==> src/rtl/scan_weighted_centroid_angle_defines.svh <==
// Assertion macros shared by the weighted centroid bearing RTL.
// Included by the modules that carry concurrent checks; needs no other file.
`ifndef SCAN_WEIGHTED_CENTROID_ANGLE_DEFINES_SVH
`define SCAN_WEIGHTED_CENTROID_ANGLE_DEFINES_SVH

// Consequent must hold in the same cycle as the antecedent.
`define SWCA_ASSERT_NOW(label, clk, rst, ante, cons) \
   label: assert property (@(posedge clk) disable iff (rst) (ante) |-> (cons)) \
      else $error("swca: same-cycle check failed");

// Consequent must hold in the cycle after the antecedent.
`define SWCA_ASSERT_NEXT(label, clk, rst, ante, cons) \
   label: assert property (@(posedge clk) disable iff (rst) (ante) |=> (cons)) \
      else $error("swca: next-cycle check failed");

`endif

==> src/rtl/swca_pkg.sv <==
// Types and constants of the weighted centroid bearing block.
// Used by swca_div and scan_weighted_centroid_angle; depends on nothing.
`timescale 1ns / 1ps
`default_nettype none

package swca_pkg;

   localparam int DEF_MAX_SAMPLES = 1024;

   // Fixed widths of the accumulators and the divider.
   localparam int WIS_W     = 48;
   localparam int WS_W      = 38;
   localparam int W_W       = 28;
   localparam int NUM_W     = 72;
   localparam int DEN_W     = 46;
   localparam int QUOT_BITS = 23;
   localparam int QUOT_W    = QUOT_BITS + 1;
   localparam int DIV_CNT_W = $clog2(QUOT_BITS);

   // Shared multiplier operand widths.
   localparam int MUL_A_W = 28;
   localparam int MUL_B_W = 25;
   localparam int MUL_P_W = MUL_A_W + MUL_B_W;

   localparam logic [QUOT_W-1:0] OFFSET_CAP = QUOT_W'(1) << QUOT_BITS;

   localparam logic signed [25:0] SUM_LIMIT   = 26'sd1000000;
   localparam logic signed [20:0] BEARING_MAX = 21'sd1000000;
   localparam logic signed [20:0] BEARING_MIN = -21'sd1000000;

   // Configuration register indexes.
   localparam int CSR_ADDR_W = 5;
   localparam logic [2:0] REG_RANGE_MIN  = 3'd0;
   localparam logic [2:0] REG_RANGE_MAX  = 3'd1;
   localparam logic [2:0] REG_GAIN       = 3'd2;
   localparam logic [2:0] REG_START      = 3'd3;
   localparam logic [2:0] REG_ANGLE_STEP = 3'd4;

   localparam logic [15:0] RANGE_MAX_RESET = 16'hFFFF;
   localparam logic [9:0]  GAIN_RESET      = 10'd384;

   typedef struct packed {
      logic [15:0]        range_mm;
      logic               has_return;
      logic signed [19:0] joint_angle;
      logic               last_sample;
   } req_data_type;

   typedef struct packed {
      logic signed [20:0] bearing;
      logic               zero_weight;
   } rsp_data_type;

   typedef struct packed {
      logic busy;
      logic done;
   } div_status_type;

endpackage

`default_nettype wire

==> src/rtl/swca_div.sv <==
// Saturating restoring divider for the centroid offset: num / den capped at 2^23.
// Uses swca_pkg and the assertion macros of scan_weighted_centroid_angle_defines.svh.
`timescale 1ns / 1ps
`default_nettype none

`include "scan_weighted_centroid_angle_defines.svh"

module swca_div (
   input  wire logic                            clock,
   input  wire logic                            reset,
   input  wire logic                            start,
   input  wire logic [swca_pkg::NUM_W-1:0]      num,
   input  wire logic [swca_pkg::DEN_W-1:0]      den,
   output swca_pkg::div_status_type             stat,
   output logic      [swca_pkg::QUOT_W-1:0]     quot
);

   localparam int NW = swca_pkg::NUM_W;
   localparam int DW = swca_pkg::DEN_W;
   localparam int QB = swca_pkg::QUOT_BITS;
   localparam int HW = NW - QB;

   logic                            busy_ff, busy_in;
   logic                            chk_ff, chk_in;
   logic                            done_ff, done_in;
   logic [swca_pkg::DIV_CNT_W-1:0]  cnt_ff, cnt_in;
   logic [NW-1:0]                   num_ff, num_in;
   logic [DW-1:0]                   den_ff, den_in;
   logic [DW-1:0]                   rem_ff, rem_in;
   logic [swca_pkg::QUOT_W-1:0]     q_ff, q_in;
   logic [DW:0]                     trial;
   logic [DW:0]                     diff;

   assign trial = {rem_ff, num_ff[QB-1]};
   assign diff  = trial - {1'b0, den_ff};

   always_comb begin
      busy_in = busy_ff;
      chk_in  = chk_ff;
      done_in = 1'b0;
      cnt_in  = cnt_ff;
      num_in  = num_ff;
      den_in  = den_ff;
      rem_in  = rem_ff;
      q_in    = q_ff;
      if (start) begin
         busy_in = 1'b1;
         chk_in  = 1'b1;
         num_in  = num;
         den_in  = den;
      end else if (busy_ff && chk_ff) begin
         // The quotient reaches the cap exactly when num / 2^23 >= den.
         if (num_ff[NW-1:QB] >= HW'(den_ff)) begin
            q_in    = swca_pkg::OFFSET_CAP;
            busy_in = 1'b0;
            done_in = 1'b1;
         end else begin
            rem_in = num_ff[QB+DW-1:QB];
            q_in   = '0;
            cnt_in = '0;
            chk_in = 1'b0;
         end
      end else if (busy_ff) begin
         if (trial >= {1'b0, den_ff}) begin
            rem_in = diff[DW-1:0];
            q_in   = {q_ff[swca_pkg::QUOT_W-2:0], 1'b1};
         end else begin
            rem_in = trial[DW-1:0];
            q_in   = {q_ff[swca_pkg::QUOT_W-2:0], 1'b0};
         end
         num_in = {num_ff[NW-2:0], 1'b0};
         cnt_in = cnt_ff + 1'b1;
         if (cnt_ff == swca_pkg::DIV_CNT_W'(QB - 1)) begin
            busy_in = 1'b0;
            done_in = 1'b1;
         end
      end
   end

   always_ff @(posedge clock) begin
      if (reset) begin
         busy_ff <= 1'b0;
         chk_ff  <= 1'b0;
         done_ff <= 1'b0;
         cnt_ff  <= '0;
      end else begin
         busy_ff <= busy_in;
         chk_ff  <= chk_in;
         done_ff <= done_in;
         cnt_ff  <= cnt_in;
      end
   end

   always_ff @(posedge clock) begin
      num_ff <= num_in;
      den_ff <= den_in;
      rem_ff <= rem_in;
      q_ff   <= q_in;
   end

   assign stat.busy = busy_ff;
   assign stat.done = done_ff;
   assign quot      = q_ff;

   `SWCA_ASSERT_NEXT(a_start_busy, clock, reset, start, busy_ff && chk_ff)
   `SWCA_ASSERT_NOW(a_quot_capped, clock, reset, done_ff, q_ff <= swca_pkg::OFFSET_CAP)
   `SWCA_ASSERT_NOW(a_rem_below_den, clock, reset, busy_ff && !chk_ff, rem_ff < den_ff)

endmodule

`default_nettype wire

==> src/rtl/scan_weighted_centroid_angle.sv <==
// Top level of the weighted centroid bearing block: sequencer, accumulators,
// shared multiplier and registers. Uses swca_pkg, swca_div and the macro header.
//
//   Channel  Direction  Handshake                 Payload
//   req_     in         req_valid / req_stall     swca_pkg::req_data_type
//   rsp_     out        rsp_valid / rsp_stall     swca_pkg::rsp_data_type
//   csr_     in/out     APB psel/penable/pready   32-bit registers at 4*index
//
// A sample passes through accept, weight, index product and accumulate, and no
// new sample is taken before the sequencer is back in idle. A sample marked last
// then goes through the magnitudes, the sum of the three partial products of the
// numerator, the divider start, the divider (a cap check, one quotient bit per
// cycle for 23 bits, handing the quotient back) and the load of the result.
// A capped quotient skips the quotient bits; a zero weight sum goes straight
// from the magnitudes to the load.
// Reset is synchronous and active high; it clears the scan sums and control.
// A waiting result sits in the output register and does not stop new samples;
// only the next result waits for it to be taken.
`timescale 1ns / 1ps
`default_nettype none

`include "scan_weighted_centroid_angle_defines.svh"

module scan_weighted_centroid_angle #(
   parameter int MAX_SAMPLES = swca_pkg::DEF_MAX_SAMPLES
) (
   input  wire logic                               clock,
   input  wire logic                               reset,
   // Sample input.
   input  wire logic                               req_valid,
   output logic                                    req_stall,
   input  wire swca_pkg::req_data_type             req_data,
   // Bearing output.
   output logic                                    rsp_valid,
   input  wire logic                               rsp_stall,
   output swca_pkg::rsp_data_type                  rsp_data,
   // Register port.
   input  wire logic                               csr_psel,
   input  wire logic                               csr_penable,
   input  wire logic                               csr_pwrite,
   input  wire logic [swca_pkg::CSR_ADDR_W-1:0]    csr_paddr,
   input  wire logic [31:0]                        csr_pwdata,
   output logic [31:0]                             csr_prdata,
   output logic                                    csr_pready
);

   localparam int IDX_W = $clog2(MAX_SAMPLES);
   localparam int AW    = swca_pkg::MUL_A_W;
   localparam int BW    = swca_pkg::MUL_B_W;
   localparam int PW    = swca_pkg::MUL_P_W;
   localparam int WW    = swca_pkg::W_W;

   // One-hot sequencer states.
   typedef enum logic [8:0] {
      ST_IDLE = 9'b000000001,
      ST_WGT  = 9'b000000010,
      ST_PROD = 9'b000000100,
      ST_ACC  = 9'b000001000,
      ST_MAG  = 9'b000010000,
      ST_PP   = 9'b000100000,
      ST_DGO  = 9'b001000000,
      ST_DIV  = 9'b010000000,
      ST_OUT  = 9'b100000000
   } state_type;

   state_type state_ff, state_in;

   // Configuration registers.
   logic [15:0]        range_min_ff;
   logic [15:0]        range_max_ff;
   logic [9:0]         gain_ff;
   logic signed [19:0] start_ff;
   logic [23:0]        step_ff;
   logic               csr_write;
   logic [2:0]         csr_index;

   // Captured sample.
   swca_pkg::req_data_type in_ff;

   // Scan state and working registers.
   logic [IDX_W-1:0]                 idx_ff, idx_in;
   logic [swca_pkg::WIS_W-1:0]       wis_ff, wis_in;
   logic [swca_pkg::WS_W-1:0]        ws_ff, ws_in;
   logic signed [WW-1:0]             w_ff, w_in;
   logic signed [PW-1:0]             mul_ff;
   logic [swca_pkg::NUM_W-1:0]       n_ff, n_in;
   logic [swca_pkg::WIS_W-1:0]       mwis_ff, mwis_in;
   logic [swca_pkg::WS_W-1:0]        mws_ff, mws_in;
   logic                             neg_ff, neg_in;
   logic                             zero_ff, zero_in;
   logic [1:0]                       cnt_ff, cnt_in;

   // Result register.
   logic                             rsp_valid_ff, rsp_valid_in;
   swca_pkg::rsp_data_type           rsp_data_ff, rsp_data_in;
   logic                             rsp_load;

   // Shared multiplier.
   logic signed [AW-1:0] mul_a;
   logic signed [BW-1:0] mul_b;
   logic signed [PW-1:0] mul_p;

   // Arithmetic helpers.
   logic signed [16:0]   range_diff;
   logic signed [16:0]   span_diff;
   logic [15:0]          digit;
   logic [swca_pkg::NUM_W-1:0] pp_shifted;
   logic signed [24:0]   offset;
   logic signed [25:0]   bearing_sum;
   logic signed [20:0]   bearing_sat;

   // Divider.
   logic                           div_start;
   swca_pkg::div_status_type       div_stat;
   logic [swca_pkg::QUOT_W-1:0]    div_quot;

   // ---------------------------------------------------------------
   // Register port. Writes land in the access phase; reads are
   // combinational from the register file.
   // ---------------------------------------------------------------
   assign csr_pready = 1'b1;
   assign csr_index  = csr_paddr[4:2];
   assign csr_write  = csr_psel && csr_penable && csr_pwrite && csr_pready;

   always_ff @(posedge clock) begin
      if (reset) begin
         range_min_ff <= '0;
         range_max_ff <= swca_pkg::RANGE_MAX_RESET;
         gain_ff      <= swca_pkg::GAIN_RESET;
         start_ff     <= '0;
         step_ff      <= '0;
      end else if (csr_write) begin
         unique case (csr_index)
            swca_pkg::REG_RANGE_MIN:  range_min_ff <= csr_pwdata[15:0];
            swca_pkg::REG_RANGE_MAX:  range_max_ff <= csr_pwdata[15:0];
            swca_pkg::REG_GAIN:       gain_ff      <= csr_pwdata[9:0];
            swca_pkg::REG_START:      start_ff     <= $signed(csr_pwdata[19:0]);
            swca_pkg::REG_ANGLE_STEP: step_ff      <= csr_pwdata[23:0];
            default: ;
         endcase
      end
   end

   always_comb begin
      unique case (csr_index)
         swca_pkg::REG_RANGE_MIN:  csr_prdata = {16'd0, range_min_ff};
         swca_pkg::REG_RANGE_MAX:  csr_prdata = {16'd0, range_max_ff};
         swca_pkg::REG_GAIN:       csr_prdata = {22'd0, gain_ff};
         swca_pkg::REG_START:      csr_prdata = {12'd0, start_ff};
         swca_pkg::REG_ANGLE_STEP: csr_prdata = {8'd0, step_ff};
         default:                  csr_prdata = '0;
      endcase
   end

   // ---------------------------------------------------------------
   // Shared multiplier. It forms the no-return weight, the index
   // product of every sample and the three 16-bit partial products
   // of |wis| * angle_step for the divider numerator.
   // ---------------------------------------------------------------
   assign range_diff = $signed({1'b0, in_ff.range_mm}) - $signed({1'b0, range_min_ff});
   assign span_diff  = $signed({1'b0, range_max_ff}) - $signed({1'b0, range_min_ff});

   always_comb begin
      case (cnt_ff)
         2'd0:    digit = mwis_ff[15:0];
         2'd1:    digit = mwis_ff[31:16];
         2'd2:    digit = mwis_ff[47:32];
         default: digit = '0;
      endcase
   end

   always_comb begin
      mul_a = '0;
      mul_b = '0;
      if (state_ff == ST_WGT) begin
         mul_a = AW'(span_diff);
         mul_b = $signed({15'd0, gain_ff});
      end else if (state_ff == ST_PROD) begin
         mul_a = w_ff;
         mul_b = $signed(BW'(idx_ff));
      end else if (state_ff == ST_PP) begin
         mul_a = $signed(AW'(digit));
         mul_b = $signed({1'b0, step_ff});
      end
   end

   assign mul_p = mul_a * mul_b;

   always_ff @(posedge clock) begin
      mul_ff <= mul_p;
   end

   // The partial product computed in the previous cycle carries weight
   // 2^(16*(cnt-1)).
   always_comb begin
      case (cnt_ff)
         2'd1:    pp_shifted = swca_pkg::NUM_W'(mul_ff[39:0]);
         2'd2:    pp_shifted = swca_pkg::NUM_W'(mul_ff[39:0]) << 16;
         2'd3:    pp_shifted = swca_pkg::NUM_W'(mul_ff[39:0]) << 32;
         default: pp_shifted = '0;
      endcase
   end

   // ---------------------------------------------------------------
   // Bearing: signed offset plus start angle plus the joint angle of
   // the last sample, clamped to +/- 1000000.
   // ---------------------------------------------------------------
   assign offset = neg_ff ? -$signed({1'b0, div_quot}) : $signed({1'b0, div_quot});
   assign bearing_sum = 26'(offset) + 26'(start_ff) + 26'(in_ff.joint_angle);

   always_comb begin
      if (bearing_sum > swca_pkg::SUM_LIMIT) begin
         bearing_sat = swca_pkg::BEARING_MAX;
      end else if (bearing_sum < -swca_pkg::SUM_LIMIT) begin
         bearing_sat = swca_pkg::BEARING_MIN;
      end else begin
         bearing_sat = bearing_sum[20:0];
      end
   end

   // ---------------------------------------------------------------
   // Sequencer and datapath next values.
   // ---------------------------------------------------------------
   assign req_stall = (state_ff != ST_IDLE);
   assign div_start = (state_ff == ST_DGO);
   assign rsp_load  = (state_ff == ST_OUT) && (!rsp_valid_ff || !rsp_stall);

   always_comb begin
      state_in = state_ff;
      idx_in   = idx_ff;
      wis_in   = wis_ff;
      ws_in    = ws_ff;
      w_in     = w_ff;
      n_in     = n_ff;
      mwis_in  = mwis_ff;
      mws_in   = mws_ff;
      neg_in   = neg_ff;
      zero_in  = zero_ff;
      cnt_in   = cnt_ff;
      unique case (state_ff)
         ST_IDLE: begin
            if (req_valid) begin
               state_in = ST_WGT;
            end
         end
         ST_WGT: begin
            // Finite sample: (range - min) in Q.8; no return: span times gain.
            if (in_ff.has_return) begin
               w_in = WW'($signed({range_diff, 8'd0}));
            end else begin
               w_in = mul_p[WW-1:0];
            end
            state_in = ST_PROD;
         end
         ST_PROD: begin
            state_in = ST_ACC;
         end
         ST_ACC: begin
            wis_in = wis_ff + mul_ff[swca_pkg::WIS_W-1:0];
            ws_in  = ws_ff + swca_pkg::WS_W'(w_ff);
            if (idx_ff != IDX_W'(MAX_SAMPLES - 1)) begin
               idx_in = idx_ff + 1'b1;
            end
            state_in = in_ff.last_sample ? ST_MAG : ST_IDLE;
         end
         ST_MAG: begin
            mwis_in = wis_ff[swca_pkg::WIS_W-1] ? (~wis_ff + 1'b1) : wis_ff;
            mws_in  = ws_ff[swca_pkg::WS_W-1] ? (~ws_ff + 1'b1) : ws_ff;
            neg_in  = wis_ff[swca_pkg::WIS_W-1] ^ ws_ff[swca_pkg::WS_W-1];
            zero_in = (ws_ff == '0);
            n_in    = '0;
            cnt_in  = '0;
            // The scan is closed: clear for the next one.
            idx_in  = '0;
            wis_in  = '0;
            ws_in   = '0;
            state_in = (ws_ff == '0) ? ST_OUT : ST_PP;
         end
         ST_PP: begin
            n_in   = n_ff + pp_shifted;
            cnt_in = cnt_ff + 1'b1;
            if (cnt_ff == 2'd3) begin
               state_in = ST_DGO;
            end
         end
         ST_DGO: begin
            state_in = ST_DIV;
         end
         ST_DIV: begin
            if (div_stat.done) begin
               state_in = ST_OUT;
            end
         end
         ST_OUT: begin
            if (rsp_load) begin
               state_in = ST_IDLE;
            end
         end
         default: begin
            state_in = ST_IDLE;
         end
      endcase
   end

   always_comb begin
      rsp_valid_in = rsp_valid_ff && rsp_stall;
      rsp_data_in  = rsp_data_ff;
      if (rsp_load) begin
         rsp_valid_in            = 1'b1;
         rsp_data_in.zero_weight = zero_ff;
         rsp_data_in.bearing     = zero_ff ? '0 : bearing_sat;
      end
   end

   always_ff @(posedge clock) begin
      if (reset) begin
         state_ff     <= ST_IDLE;
         idx_ff       <= '0;
         wis_ff       <= '0;
         ws_ff        <= '0;
         cnt_ff       <= '0;
         rsp_valid_ff <= 1'b0;
      end else begin
         state_ff     <= state_in;
         idx_ff       <= idx_in;
         wis_ff       <= wis_in;
         ws_ff        <= ws_in;
         cnt_ff       <= cnt_in;
         rsp_valid_ff <= rsp_valid_in;
      end
   end

   always_ff @(posedge clock) begin
      if (state_ff == ST_IDLE && req_valid) begin
         in_ff <= req_data;
      end
      w_ff        <= w_in;
      n_ff        <= n_in;
      mwis_ff     <= mwis_in;
      mws_ff      <= mws_in;
      neg_ff      <= neg_in;
      zero_ff     <= zero_in;
      rsp_data_ff <= rsp_data_in;
   end

   swca_div u_div (
      .clock (clock),
      .reset (reset),
      .start (div_start),
      .num   (n_ff),
      .den   ({mws_ff, 8'd0}),
      .stat  (div_stat),
      .quot  (div_quot)
   );

   assign rsp_valid = rsp_valid_ff;
   assign rsp_data  = rsp_data_ff;

   `SWCA_ASSERT_NOW(a_zero_bearing, clock, reset,
      rsp_valid_ff && rsp_data_ff.zero_weight, rsp_data_ff.bearing == '0)
   `SWCA_ASSERT_NOW(a_bearing_range, clock, reset, rsp_valid_ff,
      rsp_data_ff.bearing <= swca_pkg::BEARING_MAX && rsp_data_ff.bearing >= swca_pkg::BEARING_MIN)
   `SWCA_ASSERT_NOW(a_div_done_state, clock, reset, div_stat.done, state_ff == ST_DIV)
   `SWCA_ASSERT_NOW(a_idle_div_quiet, clock, reset, state_ff == ST_IDLE, !div_stat.busy)
   `SWCA_ASSERT_NEXT(a_accept_weight, clock, reset, req_valid && !req_stall, state_ff == ST_WGT)

endmodule

`default_nettype wire
==> config.mk <==
export PLATFORM = sky130hd
export DESIGN_NAME = scan_weighted_centroid_angle
export DESIGN_NICKNAME = d
export VERILOG_FILES = /design/src/rtl/swca_pkg.sv /design/src/rtl/swca_div.sv /design/src/rtl/scan_weighted_centroid_angle.sv
export VERILOG_INCLUDE_DIRS = /design/src /design/src/rtl
export SDC_FILE = /design/constraint.sdc
export NUM_CORES = 2
export LEC_CHECK = 0
export BUFFER_PORTS_ARGS = -buffer_cell sky130_fd_sc_hd__buf_2
export CAP_MARGIN = 20
export CORE_ASPECT_RATIO = 0.9
export CORE_MARGIN = 8
export CORE_UTILIZATION = 45
export DETAILED_ROUTE_END_ITERATION = 16
export SLEW_MARGIN = 20
export SYNTH_ARGS = -nofsm -noshare
export SYNTH_HDL_FRONTEND = slang
export SYNTH_SLANG_ARGS = --single-unit
==> constraint.sdc <==
create_clock -name clock -period 11.3 [get_ports clock]
set_clock_uncertainty 0.05 [all_clocks]
set_input_delay 0.565 -clock clock [delete_from_list [all_inputs] [get_ports clock]]
set_output_delay 0.565 -clock clock [all_outputs]
set_load 0.01 [all_outputs]
==> results.py <==
metrics = {
    "status": {
        "outcome": "completed",
    },
    "synthesis": {
        "yosysTopAreaCellShare_pct": 21.3,
        "yosys-top-cells-count": "inv_1, nand2_1, fa_1",
        "synth_area_per_cell_um2": 9.16,
        "ys.flop_type": "edfxtp_1",
        "async_flop_share_pct": 0,
        "synth_area_leaders": "fa_1, edfxtp_1, ha_1",
        "synth_edf_count": 428,
        "syn_area_mm2": 0.0643,
        "synth_cells": 7019,
        "yosys_warnings": 0,
        "yosysSeqAreaShare_pct": 27.8,
        "synth.most_common_cell": "inv_1",
        "synth_area_leader_cell": "fa_1",
        "synth-seq-cells": 678,
        "synth.distinct_cells": 87,
    },
    "floorplan": {
        "fp-row-count": 131,
        "dieArea_mm2": 0.155,
        "start_util_pct": 45.3,
        "ioPinCount": 139,
        "core_mm2": 0.142,
        "die_y_um": 375,
        "die_width_um": 414,
    },
    "placed_design": {
        "port_buffers": 119,
        "hpwlAfterDp_um": 151000,
        "gp_congestion": 0.935,
    },
    "timing": {
        "fin_crit_ns": 10.72,
        "rsz0062_at_grt": "false",
        "fin_setup_tns_ns": 0,
        "hold_viol": 0,
        "fmax_mhz": 93.3,
        "setup_viol": 0,
        "drv_slew": 0,
        "finalCritPeriodShare_pct": 94.9,
        "relSlewSlack_pct": 24.7,
        "worst_slew_pin_slew_ns": 1.13,
    },
    "final_layout": {
        "layout-drive-gt1-share_pct": 6.04,
        "fillers": 13382,
        "areaGrowthSynthToFinish_pct": 9.99,
        "seq_area_mm2": 0.0179,
        "nets": 8432,
        "fin_util_pct": 49.9,
        "multi_input_area_mm2": 0.0424,
    },
    "cts": {
        "cts_made_buffers": 80,
        "root_buffer": "clkbuf_16",
        "cts_tree": "yes",
        "cts_buffer_depth": 3,
        "numClockSinks": 678,
        "h-tree-depth": 3,
        "clkLatencyLatePin_ns": 0.70,
        "clk_pin_slew_ns": 0.06,
    },
    "power_and_ir_drop": {
        "vdd_drop_max_v": 0.000312,
        "pwr-share-seq_pct": 28.0,
        "clkPwrFrac_pct": 27.2,
        "p_leak_nw": 31.5,
        "power_density_mw_per_mm2": 141,
        "switching_power_mw": 3.74,
        "intPower_mw": 6.25,
        "combPwrFrac_pct": 44.8,
        "switching_share_pct": 37.4,
    },
    "worst_setup_path": {
        "worst-r2r-setup-slack_ns": 0.58,
        "setup.worst_path.class": "reg -> reg",
        "required_ns": 11.80,
        "worst-r2r-cell-count": 36,
        "r2r-end": "mul_ff[45]",
        "slowest_delay_ns": 0.64,
        "arrival_ns": 11.22,
        "start_kind": "flip-flop",
        "reg2reg_from": "range_min_ff[0]",
        "cp_common_cell": "fa_1",
        "cp_max_fo": 11,
        "cpMaxStageDelayCell": "a2111o_1",
        "end_kind": "flip-flop",
    },
    "route": {
        "wl_per_cell_um": 20.6,
        "via_per_inst": 5.55,
        "dr_total_vias": 50847,
        "wl_met2_um": 85700,
        "post-route-drc-count": 0,
        "wl_met1_um": 82700,
        "routed-wl-met3_um": 12700,
        "drtIter0Drc": 4652,
        "top_layer": "met5",
        "ant_nets": 0,
        "first_pass_iters": 9,
        "wl_um": 188000,
    },
    "global_route": {
        "grt_max_degree": 98,
        "groute.usage.overall_pct": 23.9,
        "overflow": 0,
        "grt_pass1_vias": 50459,
        "grt_antenna_before_repair": 10,
        "grt_pass1_wl_um": 294000,
    },
    "min_path": {
        "hold_path.startpoint": "csr_pwdata[21]",
        "hp-class": "in -> reg",
        "holdPathEnd": "step_ff[21]",
        "whs_path_depth": 3,
    },
    "job": {
        "drv_cap": 0,
    },
}
==> critical path: cells and delay by family (launching register included) <==
kind	cells	cell delay, ns
buffers and inverters	4	0.21
xor gates and xnor gates	1	0.16
AOI/OAI and AO/OA	17	4.61
adders and majority gates	10	4.50
and+or+nand+nor	3	0.39
muxes	1	0.24
DFF	1	0.40
==> per-layer routing <==
layer  GRT usage, %  vias up
met4           8.82        2
met5              0        -
met3           3.14      334
met1           33.2    25019
met2           38.2     1743
li1               -    23749
==> cell type report <==
cell class,instances,share of cell area (%)
clock buffer,100,3.04
multi-input combinational,5243,60.0
tap,1862,3.29
timing repair buffer,251,2.37
clock inverter,49,0.860
inverter,978,5.19
sequential,678,25.3
antenna,7,0.0248
==> logic make-up after synthesis <==
kind of cell / Yosys count / share of synthesized area (%)
adder cells (fa/ha/maj): 1118 / 29.7
AO/OA/AOI/OAI: 1449 / 14.5
flip-flops: 678 / 27.8
multiplexers: 54 / 0.856
buffers and inverters: 1272 / 7.48
other: 2 / 0.0117
AND/OR/NAND/NOR: 2074 / 14.6
XOR/XNOR: 372 / 5.07
==> cell usage in the layout (no fill, tap or decap), types with 45 or more instances in the layout <==
master / instances
a21o_1: 167
inv_1: 974
o31ai_1: 47
nor3_1: 58
ha_1: 435
and2_1: 98
a31oi_1: 87
nor2b_1: 68
nand2_1: 816
xor2_1: 127
o21ai_0: 231
buf_4: 98
conb_1: 176
nand3_1: 119
mux2i_1: 46
buf_2: 118
dfxtp_1: 249
edfxtp_1: 428
a21oi_1: 500
nand2b_1: 57
xnor2_1: 245
nor2_1: 597
fa_1: 683
clkbuf_16: 81
o21a_1: 45
==> state kept, by name, indices dropped and copies added, names as in the netlist, 5 cells and up <==
signal        count
w_ff             28
in_ff            38
mul_ff           48
start_ff         20
u_div.cnt_ff      5
ws_ff            38
mwis_ff          48
n_ff             72
gain_ff          10
wis_ff           48
state_ff          9
range_min_ff     16
u_div.den_ff     38
u_div.rem_ff     46
rsp_data         22
u_div.quot       24
idx_ff           10
u_div.num_ff     72
range_max_ff     16
step_ff          24
mws_ff           38
==> power by group through the flow <==
stage	registers [mW]	clock network [mW]	logic, mW
global route	2.80	2.86	5.18
finish	2.80	2.71	4.48
CTS	2.80	2.77	4.48
floorplan	2.82	0	3.50
global placement	2.85	0	4.40
detailed placement	2.85	0	4.46
==> worst max path at each step <==
stage                         start         end  slack [ns]
floorplan           range_min_ff[0]  mul_ff[46]        1.38
global placement    range_min_ff[0]  mul_ff[46]        0.68
detailed placement  range_min_ff[0]  mul_ff[45]        0.64
CTS                 range_min_ff[0]  mul_ff[45]        0.57
global route        range_min_ff[1]  mul_ff[47]       0.004
finish              range_min_ff[0]  mul_ff[45]        0.58
==> what timing repair did <==
action                     4_1_cts  5_1_grt
buffers inserted                 0        0
hold endpoints to repair        33        0
gates resized for setup          0        1
hold buffers                    33        0
setup endpoints to repair        0        1
==> stage by stage <==
step	total power, mW	std cells	setup slack, ns	area [um2]	hold slack (ns)
3_5_place_dp	7.31	8978	0.638	67600	0.355
2_1_floorplan	6.33	7193	1.38	64900	0.350
3_3_place_gp	7.24	8978	0.684	67600	0.354
5_1_grt	10.8	9166	0.00422	70700	0.0717
6_report	9.99	9168	0.579	70700	0.0843
4_1_cts	10.0	9160	0.573	70700	0.0346
Power figures use the tool's default switching activity.
